## src/design/sha256_pkg.sv

```systemverilog
`timescale 1ns / 1ps

package sha256_pkg;

	// working variables a..h, index 0 is a
	typedef logic [7:0][31:0] vars_t;

	typedef enum logic [3:0] {
		ST_IDLE,
		ST_PMARK,
		ST_PZERO,
		ST_PLEN,
		ST_LOAD,
		ST_RA,
		ST_RB,
		ST_RC,
		ST_FIN,
		ST_ADD,
		ST_OUT
	} st_t;

	localparam logic [5:0] POS_LAST = 6'd63;
	localparam logic [5:0] POS_LEN  = 6'd56;
	localparam logic [7:0] PAD_MARK = 8'h80;
	localparam logic [3:0] SWEEP_END = 4'd8;
	localparam logic [5:0] RND_LAST = 6'd63;

	localparam logic [31:0] HASH_IV [0:7] = '{
		32'h6a09e667, 32'hbb67ae85, 32'h3c6ef372, 32'ha54ff53a,
		32'h510e527f, 32'h9b05688c, 32'h1f83d9ab, 32'h5be0cd19
	};

	localparam logic [31:0] ROUND_K [0:63] = '{
		32'h428a2f98, 32'h71374491, 32'hb5c0fbcf, 32'he9b5dba5,
		32'h3956c25b, 32'h59f111f1, 32'h923f82a4, 32'hab1c5ed5,
		32'hd807aa98, 32'h12835b01, 32'h243185be, 32'h550c7dc3,
		32'h72be5d74, 32'h80deb1fe, 32'h9bdc06a7, 32'hc19bf174,
		32'he49b69c1, 32'hefbe4786, 32'h0fc19dc6, 32'h240ca1cc,
		32'h2de92c6f, 32'h4a7484aa, 32'h5cb0a9dc, 32'h76f988da,
		32'h983e5152, 32'ha831c66d, 32'hb00327c8, 32'hbf597fc7,
		32'hc6e00bf3, 32'hd5a79147, 32'h06ca6351, 32'h14292967,
		32'h27b70a85, 32'h2e1b2138, 32'h4d2c6dfc, 32'h53380d13,
		32'h650a7354, 32'h766a0abb, 32'h81c2c92e, 32'h92722c85,
		32'ha2bfe8a1, 32'ha81a664b, 32'hc24b8b70, 32'hc76c51a3,
		32'hd192e819, 32'hd6990624, 32'hf40e3585, 32'h106aa070,
		32'h19a4c116, 32'h1e376c08, 32'h2748774c, 32'h34b0bcb5,
		32'h391c0cb3, 32'h4ed8aa4a, 32'h5b9cca4f, 32'h682e6ff3,
		32'h748f82ee, 32'h78a5636f, 32'h84c87814, 32'h8cc70208,
		32'h90befffa, 32'ha4506ceb, 32'hbef9a3f7, 32'hc67178f2
	};

	function automatic logic [31:0] big_s0(input logic [31:0] x);
		return {x[1:0], x[31:2]} ^ {x[12:0], x[31:13]} ^ {x[21:0], x[31:22]};
	endfunction

	function automatic logic [31:0] big_s1(input logic [31:0] x);
		return {x[5:0], x[31:6]} ^ {x[10:0], x[31:11]} ^ {x[24:0], x[31:25]};
	endfunction

	function automatic logic [31:0] small_s0(input logic [31:0] x);
		return {x[6:0], x[31:7]} ^ {x[17:0], x[31:18]} ^ {3'b000, x[31:3]};
	endfunction

	function automatic logic [31:0] small_s1(input logic [31:0] x);
		return {x[16:0], x[31:17]} ^ {x[18:0], x[31:19]} ^ {10'd0, x[31:10]};
	endfunction

endpackage

```

## src/design/sha256_ram.sv

```systemverilog
`timescale 1ns / 1ps

module sha256_ram #(
	parameter int Width = 32,
	parameter int Depth = 16,
	localparam int AddrW = $clog2(Depth)
) (
	input  logic             clk,
	input  logic             we,
	input  logic [AddrW-1:0] waddr,
	input  logic [Width-1:0] wdata,
	input  logic [AddrW-1:0] raddr,
	output logic [Width-1:0] rdata
);

	logic [Width-1:0] mem_q [Depth];
	logic [Width-1:0] rdata_q;

	always_ff @(posedge clk) begin
		if (we) begin
			mem_q[waddr] <= wdata;
		end
		rdata_q <= mem_q[raddr];
	end

	assign rdata = rdata_q;

endmodule

```

## src/design/sha256_rnd.sv

```systemverilog
`timescale 1ns / 1ps

module sha256_rnd (
	input  sha256_pkg::vars_t vars,
	input  logic [31:0]       k,
	input  logic [31:0]       w,
	output sha256_pkg::vars_t vars_next
);

	import sha256_pkg::*;

	logic [31:0] ch;
	logic [31:0] maj;
	logic [31:0] t1;
	logic [31:0] t2;

	always_comb begin
		ch  = (vars[4] & vars[5]) ^ (~vars[4] & vars[6]);
		maj = (vars[0] & vars[1]) ^ (vars[0] & vars[2]) ^ (vars[1] & vars[2]);
		t1  = vars[7] + big_s1(vars[4]) + ch + k + w;
		t2  = big_s0(vars[0]) + maj;
		vars_next[0] = t1 + t2;
		vars_next[1] = vars[0];
		vars_next[2] = vars[1];
		vars_next[3] = vars[2];
		vars_next[4] = vars[3] + t1;
		vars_next[5] = vars[4];
		vars_next[6] = vars[5];
		vars_next[7] = vars[6];
	end

endmodule

```

## src/design/sha256_hash_core.sv

```systemverilog
`timescale 1ns / 1ps
// Byte words are taken one per cycle while a block is filling.
// Each full block then compresses with data_stall high: the chain value is loaded, then each of
// 64 rounds runs RA, RB, RC (four schedule reads on two single-read copies), then FIN and the chain add.
// A message end pads with 0x80, zeros and the length, then gives the eight digest words in
// order, each held while digest_stall is high. arst_n clears control state;
// the chain value reads as the initial hash until the first block of a message is added.
module sha256_hash_core (
	input  logic        clk,
	input  logic        arst_n,
	input  logic        data_valid,
	output logic        data_stall,
	input  logic [7:0]  data_byte,
	input  logic        has_byte,
	input  logic        last_byte,
	output logic        digest_valid,
	input  logic        digest_stall,
	output logic [31:0] digest_word,
	output logic [2:0]  word_index,
	output logic        last_word
);

	import sha256_pkg::*;

	st_t         state_q, state_d;
	st_t         ret_q, ret_d;
	logic [5:0]  pos_q;
	logic [63:0] count_q;
	logic [5:0]  rc_q;
	logic [3:0]  idx_q;
	logic [2:0]  idx_m1;
	logic        fresh_q;
	logic        pend_q;
	logic        rp_q;
	logic        digest_valid_q;

	logic [23:0] word_q;
	vars_t       vars_q;
	vars_t       rnd_vars;
	logic [31:0] x2_q, x7_q, w_q, k_q;
	logic [31:0] digest_word_q;
	logic [2:0]  word_index_q;
	logic        last_word_q;

	logic        absorb_en;
	logic [7:0]  absorb_b;
	logic [5:0]  len_sh;
	logic [7:0]  len_b;
	logic        first16;
	logic [31:0] w_new;
	logic        out_issue;
	logic        out_end;

	logic        s_we;
	logic [3:0]  s_waddr;
	logic [31:0] s_wdata;
	logic [3:0]  sa_raddr, sb_raddr;
	logic [31:0] sa_rdata, sb_rdata;

	logic        c_we;
	logic [31:0] c_wdata;
	logic [31:0] c_rdata;
	logic [31:0] chain_old;

	// two copies of the schedule window give two reads a cycle
	sha256_ram #(.Width(32), .Depth(16)) u_sched_a (
		.clk   (clk),
		.we    (s_we),
		.waddr (s_waddr),
		.wdata (s_wdata),
		.raddr (sa_raddr),
		.rdata (sa_rdata)
	);

	sha256_ram #(.Width(32), .Depth(16)) u_sched_b (
		.clk   (clk),
		.we    (s_we),
		.waddr (s_waddr),
		.wdata (s_wdata),
		.raddr (sb_raddr),
		.rdata (sb_rdata)
	);

	sha256_ram #(.Width(32), .Depth(8)) u_chain (
		.clk   (clk),
		.we    (c_we),
		.waddr (idx_m1),
		.wdata (c_wdata),
		.raddr (idx_q[2:0]),
		.rdata (c_rdata)
	);

	sha256_rnd u_rnd (
		.vars      (vars_q),
		.k         (k_q),
		.w         (w_q),
		.vars_next (rnd_vars)
	);

	assign idx_m1  = 3'(idx_q - 4'd1);
	assign len_sh  = {3'd7 - pos_q[2:0], 3'b000};
	assign len_b   = 8'(count_q >> len_sh);
	assign first16 = (rc_q[5:4] == 2'b00);

	assign w_new = first16 ? x2_q
		: small_s1(x2_q) + x7_q + small_s0(sa_rdata) + sb_rdata;

	assign chain_old = fresh_q ? HASH_IV[idx_m1] : c_rdata;
	assign c_we      = (state_q == ST_ADD) && (idx_q != 4'd0);
	assign c_wdata   = chain_old + vars_q[0];

	assign out_issue = (state_q == ST_OUT) && !rp_q && (!digest_valid_q || !digest_stall);
	assign out_end   = (state_q == ST_OUT) && rp_q && (idx_q[2:0] == 3'd7);

	always_comb begin
		state_d    = state_q;
		ret_d      = ret_q;
		absorb_en  = 1'b0;
		absorb_b   = 8'h00;
		data_stall = (state_q != ST_IDLE);
		case (state_q)
			ST_IDLE: begin
				if (data_valid) begin
					absorb_en = has_byte;
					absorb_b  = data_byte;
					if (has_byte && pos_q == POS_LAST) begin
						state_d = ST_LOAD;
						ret_d   = last_byte ? ST_PMARK : ST_IDLE;
					end else if (last_byte) begin
						state_d = ST_PMARK;
					end
				end
			end
			ST_PMARK: begin
				absorb_en = 1'b1;
				absorb_b  = PAD_MARK;
				if (pos_q == POS_LAST) begin
					state_d = ST_LOAD;
					ret_d   = ST_PZERO;
				end else begin
					state_d = ST_PZERO;
				end
			end
			ST_PZERO: begin
				if (pos_q == POS_LEN) begin
					state_d = ST_PLEN;
				end else begin
					absorb_en = 1'b1;
					if (pos_q == POS_LAST) begin
						state_d = ST_LOAD;
						ret_d   = ST_PZERO;
					end
				end
			end
			ST_PLEN: begin
				absorb_en = 1'b1;
				absorb_b  = len_b;
				if (pos_q == POS_LAST) begin
					state_d = ST_LOAD;
					ret_d   = ST_OUT;
				end
			end
			ST_LOAD: begin
				if (idx_q == SWEEP_END) begin
					state_d = ST_RA;
				end
			end
			ST_RA: state_d = ST_RB;
			ST_RB: state_d = ST_RC;
			ST_RC: begin
				state_d = (rc_q == RND_LAST) ? ST_FIN : ST_RA;
			end
			ST_FIN: state_d = ST_ADD;
			ST_ADD: begin
				if (idx_q == SWEEP_END) begin
					state_d = ret_q;
				end
			end
			ST_OUT: begin
				if (out_end) begin
					state_d = ST_IDLE;
				end
			end
			default: state_d = ST_IDLE;
		endcase
	end

	// schedule memory access: byte packing while filling, expansion during rounds
	always_comb begin
		sa_raddr = rc_q[3:0];
		sb_raddr = rc_q[3:0];
		case (state_q)
			ST_RA: begin
				sa_raddr = first16 ? rc_q[3:0] : rc_q[3:0] - 4'd2;
				sb_raddr = rc_q[3:0] - 4'd7;
			end
			ST_RB: begin
				sa_raddr = rc_q[3:0] - 4'd15;
				sb_raddr = rc_q[3:0];
			end
			default: begin
				sa_raddr = rc_q[3:0];
				sb_raddr = rc_q[3:0];
			end
		endcase
		if (state_q == ST_RC) begin
			s_we    = 1'b1;
			s_waddr = rc_q[3:0];
			s_wdata = w_new;
		end else begin
			s_we    = absorb_en && (pos_q[1:0] == 2'b11);
			s_waddr = pos_q[5:2];
			s_wdata = {word_q, absorb_b};
		end
	end

	always_ff @(posedge clk or negedge arst_n) begin
		if (!arst_n) begin
			state_q        <= ST_IDLE;
			ret_q          <= ST_IDLE;
			pos_q          <= '0;
			count_q        <= '0;
			rc_q           <= '0;
			idx_q          <= '0;
			fresh_q        <= 1'b1;
			pend_q         <= 1'b0;
			rp_q           <= 1'b0;
			digest_valid_q <= 1'b0;
		end else begin
			state_q <= state_d;
			ret_q   <= ret_d;
			if (absorb_en) begin
				pos_q <= pos_q + 6'd1;
			end
			if (state_q == ST_IDLE && data_valid && has_byte) begin
				count_q <= count_q + 64'd8;
			end else if (out_end) begin
				count_q <= '0;
			end
			case (state_q)
				ST_LOAD, ST_ADD: idx_q <= (idx_q == SWEEP_END) ? 4'd0 : idx_q + 4'd1;
				ST_OUT: begin
					if (out_end) begin
						idx_q <= '0;
					end else if (rp_q) begin
						idx_q <= idx_q + 4'd1;
					end
				end
				default: idx_q <= idx_q;
			endcase
			if (state_q == ST_LOAD && idx_q == SWEEP_END) begin
				rc_q   <= '0;
				pend_q <= 1'b0;
			end else if (state_q == ST_RA) begin
				pend_q <= 1'b0;
			end else if (state_q == ST_RC) begin
				rc_q   <= rc_q + 6'd1;
				pend_q <= 1'b1;
			end
			if (state_q == ST_ADD && idx_q == SWEEP_END) begin
				fresh_q <= 1'b0;
			end else if (out_end) begin
				fresh_q <= 1'b1;
			end
			if (out_issue) begin
				rp_q <= 1'b1;
			end else if (rp_q) begin
				rp_q <= 1'b0;
			end
			if (rp_q) begin
				digest_valid_q <= 1'b1;
			end else if (!digest_stall) begin
				digest_valid_q <= 1'b0;
			end
		end
	end

	always_ff @(posedge clk) begin
		if (absorb_en) begin
			word_q <= {word_q[15:0], absorb_b};
		end
		case (state_q)
			ST_LOAD: begin
				if (idx_q != 4'd0) begin
					vars_q <= {chain_old, vars_q[7:1]};
				end
			end
			ST_RA: begin
				if (pend_q) begin
					vars_q <= rnd_vars;
				end
			end
			ST_RB: begin
				x2_q <= sa_rdata;
				x7_q <= sb_rdata;
			end
			ST_RC: begin
				w_q <= w_new;
				k_q <= ROUND_K[rc_q];
			end
			ST_FIN: vars_q <= rnd_vars;
			ST_ADD: begin
				if (idx_q != 4'd0) begin
					vars_q <= {vars_q[0], vars_q[7:1]};
				end
			end
			default: vars_q <= vars_q;
		endcase
		if (rp_q) begin
			digest_word_q <= c_rdata;
			word_index_q  <= idx_q[2:0];
			last_word_q   <= (idx_q[2:0] == 3'd7);
		end
	end

	assign digest_valid = digest_valid_q;
	assign digest_word  = digest_word_q;
	assign word_index   = word_index_q;
	assign last_word    = last_word_q;

	// a block always starts compressing on a block boundary
	a_load_aligned: assert property (@(posedge clk) disable iff (!arst_n)
		$rose(state_q == ST_LOAD) |-> pos_q == 6'd0)
		else $error("compression started off a block boundary");

	// the digest is read from a chain value that holds real sums
	a_out_not_fresh: assert property (@(posedge clk) disable iff (!arst_n)
		state_q == ST_OUT |-> !fresh_q)
		else $error("digest read while chain value still initial");

	a_last_index: assert property (@(posedge clk) disable iff (!arst_n)
		digest_valid |-> (last_word == (word_index == 3'd7)))
		else $error("last word flag and index disagree");

	a_fin_after_64: assert property (@(posedge clk) disable iff (!arst_n)
		state_q == ST_FIN |-> rc_q == 6'd0 && $past(rc_q) == RND_LAST)
		else $error("final round not after round 63");

endmodule
```

## config.mk

```make
export PLATFORM = sky130hd
export DESIGN_NAME = sha256_hash_core
export DESIGN_NICKNAME = d
export VERILOG_FILES = /design/src/design/sha256_pkg.sv /design/src/design/sha256_ram.sv /design/src/design/sha256_rnd.sv /design/src/design/sha256_hash_core.sv
export SDC_FILE = /design/constraint.sdc
export NUM_CORES = 2
export LEC_CHECK = 0
export ABC_CLOCK_PERIOD_IN_PS = 12100
export BUFFER_PORTS_ARGS = -buffer_cell sky130_fd_sc_hd__buf_2
export CORE_ASPECT_RATIO = 1.75
export CORE_MARGIN = 3
export CORE_UTILIZATION = 50
export CTS_BUF_LIST = sky130_fd_sc_hd__clkbuf_4
export DETAILED_ROUTE_END_ITERATION = 8
export PLACE_DENSITY = 0.68
export SETUP_SLACK_MARGIN = 0.2
export SYNTH_ARGS = -nofsm -noshare
export SYNTH_HDL_FRONTEND = slang
export SYNTH_SLANG_ARGS = --single-unit
```

## constraint.sdc

```tcl
create_clock -name clk -period 12.1 [get_ports clk]
set_input_delay 1.21 -clock clk [delete_from_list [all_inputs] [get_ports clk]]
set_output_delay 1.21 -clock clk [all_outputs]
set_load 0.005 [all_outputs]
```

# == Yosys cells after proc, flatten, opt, wreduce, memory -nomap -nowiden ==
# Memories as Yosys holds them, arrays and structs flattened. A register that Yosys moved wholly into a read port is not among the register bits.
# Index checks and enable logic that the tools add are counted.
# totals
register_bits,504
latch_bits,0
ramBits,1280
mem_bits_ro,2304
inputBits,14
output_inout_bits,38
memories,5
# mem_list
memory,words,word_bits,rd,rd_clocked_by_memory_dff,wr,line,text
(no name shown),64,32,1,1,0,sha256_hash_core.sv:299,k_q <= ROUND_K[rc_q];
u_sched_a.mem_q,16,32,1,1,1,sha256_ram.sv:16,logic [Width-1:0] mem_q [Depth];
u_sched_b.mem_q,16,32,1,1,1,sha256_ram.sv:16,
(no name shown),8,32,1,0,0,sha256_hash_core.sv:108,assign chain_old = fresh_q ? HASH_IV[idx_m1] : c_rdata;
u_chain.mem_q,8,32,1,1,1,sha256_ram.sv:16,
# classes
add_sub_neg,20
n_mul,0
n_div,0
magnitude_cmp,1
eq_ne,30
shift,1
mux,58
n_bitwise,19
n_reduce_logical,33
# op_table
operator,count
256-bit case mux with 4 select lines,1
256-bit two-way mux,3
32-bit adder,11
32-bit bitwise XOR,9
32-bit bitwise AND,5
32-bit two-way mux,5
64-bit two-way mux,2
4-bit two-way mux,20
64-bit by 4-bit adder with 64-bit output (second input constant),1
64-bit by 6-bit >> shifter with 8-bit output,1
4-bit case mux with 11 select lines,1
32-bit inverter,1
32-bit by 22-bit bitwise XOR with 32-bit output,1
32-bit by 29-bit bitwise XOR with 32-bit output,1
8-bit case mux with 3 select lines,1
6-bit equality test (second input constant),3
6-bit two-way mux,3
4-bit by 3-bit equality test with 1-bit output (second input constant),4
4-bit equality test (second input constant),4
1-bit two-way mux,16
2-bit != test (second input constant),8
4-bit case mux with 2 select lines,2
4-bit case mux with 4 select lines,1
4-bit nonzero test,4
other kinds (30),54

# == Depth between registers and ports, before layout ==
# depth
ltp_word,9
mapped_depth,31
ltp_nobuf,31

# == Cells and area by module ==
# A second synthesis with hierarchy kept.
# unflattened
hier_cells,6254
hier_area_um2,93040.5
# modules_own_cells
module,instances,cells_per_inst,area_each_um2,seq_area_each_um2
sha256_ram at u_sched_a ...,2,838,19854.0,16015.4
sha256_hash_core,1,2878,32050.7,15536.2
sha256_rnd,1,1285,10815.4,0.0
sha256_ram at u_chain,1,415,10466.3,8328.0

# == Least setup slack after synthesis ==
# OpenSTA, ideal clock, no wires.
# synth_timing
path_type,register to register
from,register idx_q[0]
to,register vars_q[0] in the netlist's numbering (enable)
setup_ns,0.877
arrival_time_ns,12.038
required_ns,11.223
path_slack_ns,-0.815
path_stages_with_launch,9
period_less_slack_ns,12.915
cell_sequence,dfrtp_1 clkbuf_1 inv_1 ha_1 inv_1 nor3_1 mux2i_1 a21oi_1 nor2_1
# synth_via
elab_chain_len,3
elab_cells_between_ends,4
classes_between,eq/ne (2); reduce/logical (2)
# synth_rtl
element,line,text
"start, declared",sha256_hash_core.sv:30,logic [3:0] idx_q;
"start signal, assigned",sha256_hash_core.sv:241,"ST_LOAD, ST_ADD: idx_q <= (idx_q == SWEEP_END) ? 4'd0 : idx_q + 4'd1;"
"start signal, assigned",sha256_hash_core.sv:246,idx_q <= idx_q + 4'd1;
"start signal, assigned",sha256_hash_core.sv:249,default: idx_q <= idx_q;
4-bit nonzero test *,"sha256_hash_core.sv:284, sha256_hash_core.sv:303",
2-bit by 1-bit != test with 1-bit output (no line),-,
4-bit AND reduction (no line) *,-,
"end signal, assigned",sha256_hash_core.sv:285,"vars_q <= {chain_old, vars_q[7:1]};"
"end signal, assigned",sha256_hash_core.sv:304,"vars_q <= {vars_q[0], vars_q[7:1]};"
"end signal, assigned",sha256_hash_core.sv:307,default: vars_q <= vars_q;
"end, declared",sha256_hash_core.sv:38,vars_t vars_q;
# Every way passes the cells marked *; elsewhere a longest branch is shown, timed or not.
# A chain may end at the register's enable or synchronous reset.

# == Worst setup path after layout ==
# layout_timing
from,register vars_q[154] in the netlist's numbering
to,register vars_q[30] in the netlist's numbering (data pin)
# layout_via
elab_chain_len,9
elab_cells_between_ends,13
classes_between,add/sub (5); mux (2); bitwise (6)
# layout_rtl
element,line,text
"start signal, assigned",sha256_hash_core.sv:285,
"start signal, assigned",sha256_hash_core.sv:290,vars_q <= rnd_vars;
"start signal, assigned",sha256_hash_core.sv:301,ST_FIN: vars_q <= rnd_vars;
32-bit bitwise XOR or 32-bit inverter (tied branches),"sha256_pkg.sv:57, sha256_rnd.sv:18",
32-bit bitwise XOR or 32-bit bitwise AND (tied branches),"sha256_pkg.sv:57, sha256_rnd.sv:18",
32-bit adder or 32-bit bitwise XOR (tied branches),"sha256_rnd.sv:20, sha256_rnd.sv:18",
32-bit adder * (3 in a row),sha256_rnd.sv:20,t1 = vars[7] + big_s1(vars[4]) + ch + k + w;
32-bit adder *,sha256_rnd.sv:22,vars_next[0] = t1 + t2;
256-bit two-way mux,sha256_hash_core.sv:289,if (pend_q) begin
256-bit case mux with 4 select lines *,sha256_hash_core.sv:282,case (state_q)
# Every way passes the cells marked *; elsewhere a longest branch is shown, timed or not. The select of a mux whose other input is x is not followed.

==> results.md <==
- Status: finished clean
- CP Launch Type: flop
- Synth top area cells: edfxtp_1 48%, mux4_2 11%, fa_1 5.0%, nand2_1 4.9%, xnor2_1 3.5%
- Starting Density: approximately half
- Fin. Hold Viols: 0
- H-tree Lvls: 5
- Sequential Power Share: a little under three fifths
- Req. time, crit path: around 13 ns
- Max Cap Viol: 0
- Largest net degree at the start of global routing: roughly 150
- Synth warn: 0
- Core Rows: about 190
- Post-CTS setup buffers: 0
- RD Place Congestion: approximately 1
- Sw Ratio: between 20% and 30%
- Worst-Margin Slew: approximately 1.4 ns
- R2R Setup Slk: 4.57 ns
- Total gr overflow: 0
- Period minus WS final: around 7.5 ns
- Max Slew Vio Count: 0
- Crit end category: flop
- Period utilization: 62.3%
- Sequential share of the synthesized area: approximately 53%
- Worst Skew: slightly below 0.08 ns
- Worst-path fanout max: 7
- Setup CP Type: reg -> reg
- Min-Delay Path Class: in -> reg
- Critical path arrival: around 8.4 ns
- CP max-delay cell: edfxtp_1
- # setup viols final: 0
- Synthesized instance count: approximately 6000
- Share of layout cells above drive strength 1: approximately 18%
- Combinational share of power: less than 1%
- Height of the die: about 520 um
- Int Power: between 0.007 and 0.008 W
- Nets: around 6600
- Routed WL: about 240 mm
- Worst skew pair latency: between 1 and 1.5 ns
- Initial antenna violation count: 24
- Setup WS pre-CTS: 4.58 ns
- VDD IR-drop max: slightly above 0.0001 V
- Clock Power Share: a little over two fifths
- DRC viols: 0
- Top_reg_cell synth: edfxtp_1
- Buffers on Ports: 51
- Synthesized cell area: around 0.076 mm2
- Worst rel slew slack: 9.56%
- Register bit total from synthesis: roughly 1400
- Ys async rst share: under 10%
- Filler cell count in the final layout: between 10000 and 15000
- Drt via density: 6.13
- Via count: about 52000
- Die Wd: between 300 and 400 um
- Antenna-violating nets left: 0
- Vias in the first global route: about 53000
- DR WL/cell: just under 30 um
- Placed cells: between 7000 and 8000
- Die area: approximately 0.16 mm2
- Avg Synthesized Cell Area: 12.6 um2
- Final WS setup: approximately 4.6 ns
- CTS tree: built
- Synth Net Count: roughly 6400
- Post-synth top cells: 1212 x edfxtp_1, 988 x nand2_1, 369 x mux4_2, 368 x inv_1, 326 x o21ai_0
- CTS Buf Count: 330
- First-pass GRT wire length: approximately 350 mm
- Top-area cell type share of the netlist area: between 40 and 50%
- Cell taking the most area after synthesis: edfxtp_1
- Layout area overhead: 8.99%
- Worst-path clk slew: about 0.07 ns
- Fmax: ~130 MHz
- Layout Cells excl Fill: between 8000 and 9000
- Root Buffer: clkbuf_4
- Clk sinks: 1396
- Io pins: 52
- Setup TNS: 0 ns
- Top-count cell post-synth: edfxtp_1
- Synth cell types: 90
- EDFF count, synth: between 1000 and 1500
- Maximum clock insertion buffer count: 4
- Core Region: about 0.15 mm2
- Drt pass-1 iters: 9
- Total GRT Usage: a little under a third
- Worst stage delay on the critical path: 0.61 ns
- PD cells: roughly 110 mW/mm2
- Post-DP HPWL: approximately 170 mm
- Final Power: 0.00911 W
- Leakage Power: about 29 nW
- Switching pwr: approximately 0.0019 W
- First DRT Iteration DRCs: slightly above 5000
- RSZ-0062 raised after global routing: no
cells by family (layout without fill, tap and decap cells):
| family | Yosys count | count (layout) | share of synthesized area (%) |
|---|---|---|---|
| AO/OA/AOI/OAI | 1100 | 1100 | 9.11 |
| XOR/XNOR | 412 | 412 | 4.75 |
| adder cells (fa/ha/maj) | 372 | 372 | 7.98 |
| buffers and inverters | 735 | 1123 | 3.75 |
| flip-flops | 1396 | 1396 | 53.4 |
| multiplexers | 459 | 459 | 12.2 |
| other | 0 | 9 | 0 |
| AND/OR/NAND/NOR | 1567 | 1567 | 8.84 |
layout by cell type (no fill, tap or decap), drive strengths merged, types with 24 or more instances in the layout:
cell type  count
mux2          42
nand2        989
a21oi        229
o21ai        340
buf          165
clkbuf       509
ha           182
a21o         127
a31oi         65
o211ai        40
nand4         25
and3          28
dfrtp         87
and2          49
edfxtp      1212
nand3        104
nor2b         24
mux4         369
clkinv        67
fa           188
a211oi        64
nor3          43
xnor2        300
nor2         220
o21a          28
nand2b        25
mux2i         48
o31ai         30
inv          373
xor2         112
a22oi         37
o21bai        27
dfxtp         96
final timing paths:
kind	from	endpoint	cells past startpoint
max in group asynchronous	arst_n	count_q[54]$_DFFE_PN0P_	3
min	last_byte	ret_q[0]$_DFFE_PN0P_	3
max	vars_q[154]$_DFFE_PP_	vars_q[30]$_DFFE_PP_	27
min reg2reg	u_chain.rdata[11]$_DFF_P_	digest_word[11]$_DFFE_PP_	0
max reg2reg	vars_q[154]$_DFFE_PP_	vars_q[30]$_DFFE_PP_	27
min in group asynchronous	arst_n	state_q[0]$_DFFE_PN0P_	2
power by group through the flow:
stage | clock [W] | combinational (W) | sequential (W)
2_1_floorplan | 0 | 0.000000327 | 0.00526
3_3_place_gp | 0 | 0.0000125 | 0.00526
3_5_place_dp | 0 | 0.0000126 | 0.00526
4_1_cts | 0.00404 | 0.0000130 | 0.00515
5_1_grt | 0.00426 | 0.0000140 | 0.00515
6_report | 0.00394 | 0.0000126 | 0.00515
through the flow:
stage                     cell area (um2)  hold slack, ns  util, %
after global routing                82700           0.371     55.0
after global placement              78400           0.420     52.2
after floorplan                     75900           0.401        -
after CTS                           82700           0.302     55.0
final                               82800           0.387     55.1
after detailed placement            78400           0.423     52.2
what timing repair did:
action,CTS,global route
endpoints found under the hold margin,15,0
setup endpoints to repair,0,0
gates resized for setup,0,0
hold buffers,1,0
final cells by class:
| class | count | area, um2 | area share, % |
|---|---|---|---|
| flip-flops and latches | 1396 | 40500 | 49.0 |
| multi-input cells | 3910 | 32800 | 39.7 |
| clock buffers | 509 | 3820 | 4.62 |
| well taps | 1995 | 2500 | 3.02 |
| inverters | 373 | 1400 | 1.69 |
| repair buffers | 166 | 1180 | 1.42 |
| clock inverters | 75 | 459 | 0.555 |
| diodes | 9 | 22.5 | 0.0272 |
sequential cells by signal (all words and copies together), names as in the netlist, 6 cells and up:
name             count
u_sched_b.rdata     32
digest_word         32
w_q                 32
x7_q                32
u_chain.rdata       32
rc_q                 6
u_sched_a.mem_q    512
x2_q                32
pos_q                6
count_q             61
u_chain.mem_q      256
u_sched_a.rdata     32
word_q              24
vars_q             256
k_q                 32
metal layers:
layer	share of wire (%)	wire length (um)	vias to the layer above	track usage, %
li1	-	-	22600	-
met1	33	79500	25721	33.1
met2	51	123000	2502	54.0
met3	6.1	15000	897	5.32
met4	11	25600	12	26.8
met5	0.033	80	-	0
critical path: cells and delay by family (launching register included):
kind	cells	cell delay [ns]
buffers and inverters	3	0.16
DFF	1	0.61
adders and majority gates	6	2.56
xor gates and xnor gates	2	0.68
AOI/OAI and AO/OA	12	2.27
and+or+nand+nor	4	0.94
Note: power is estimated with default switching activity, not from simulation.
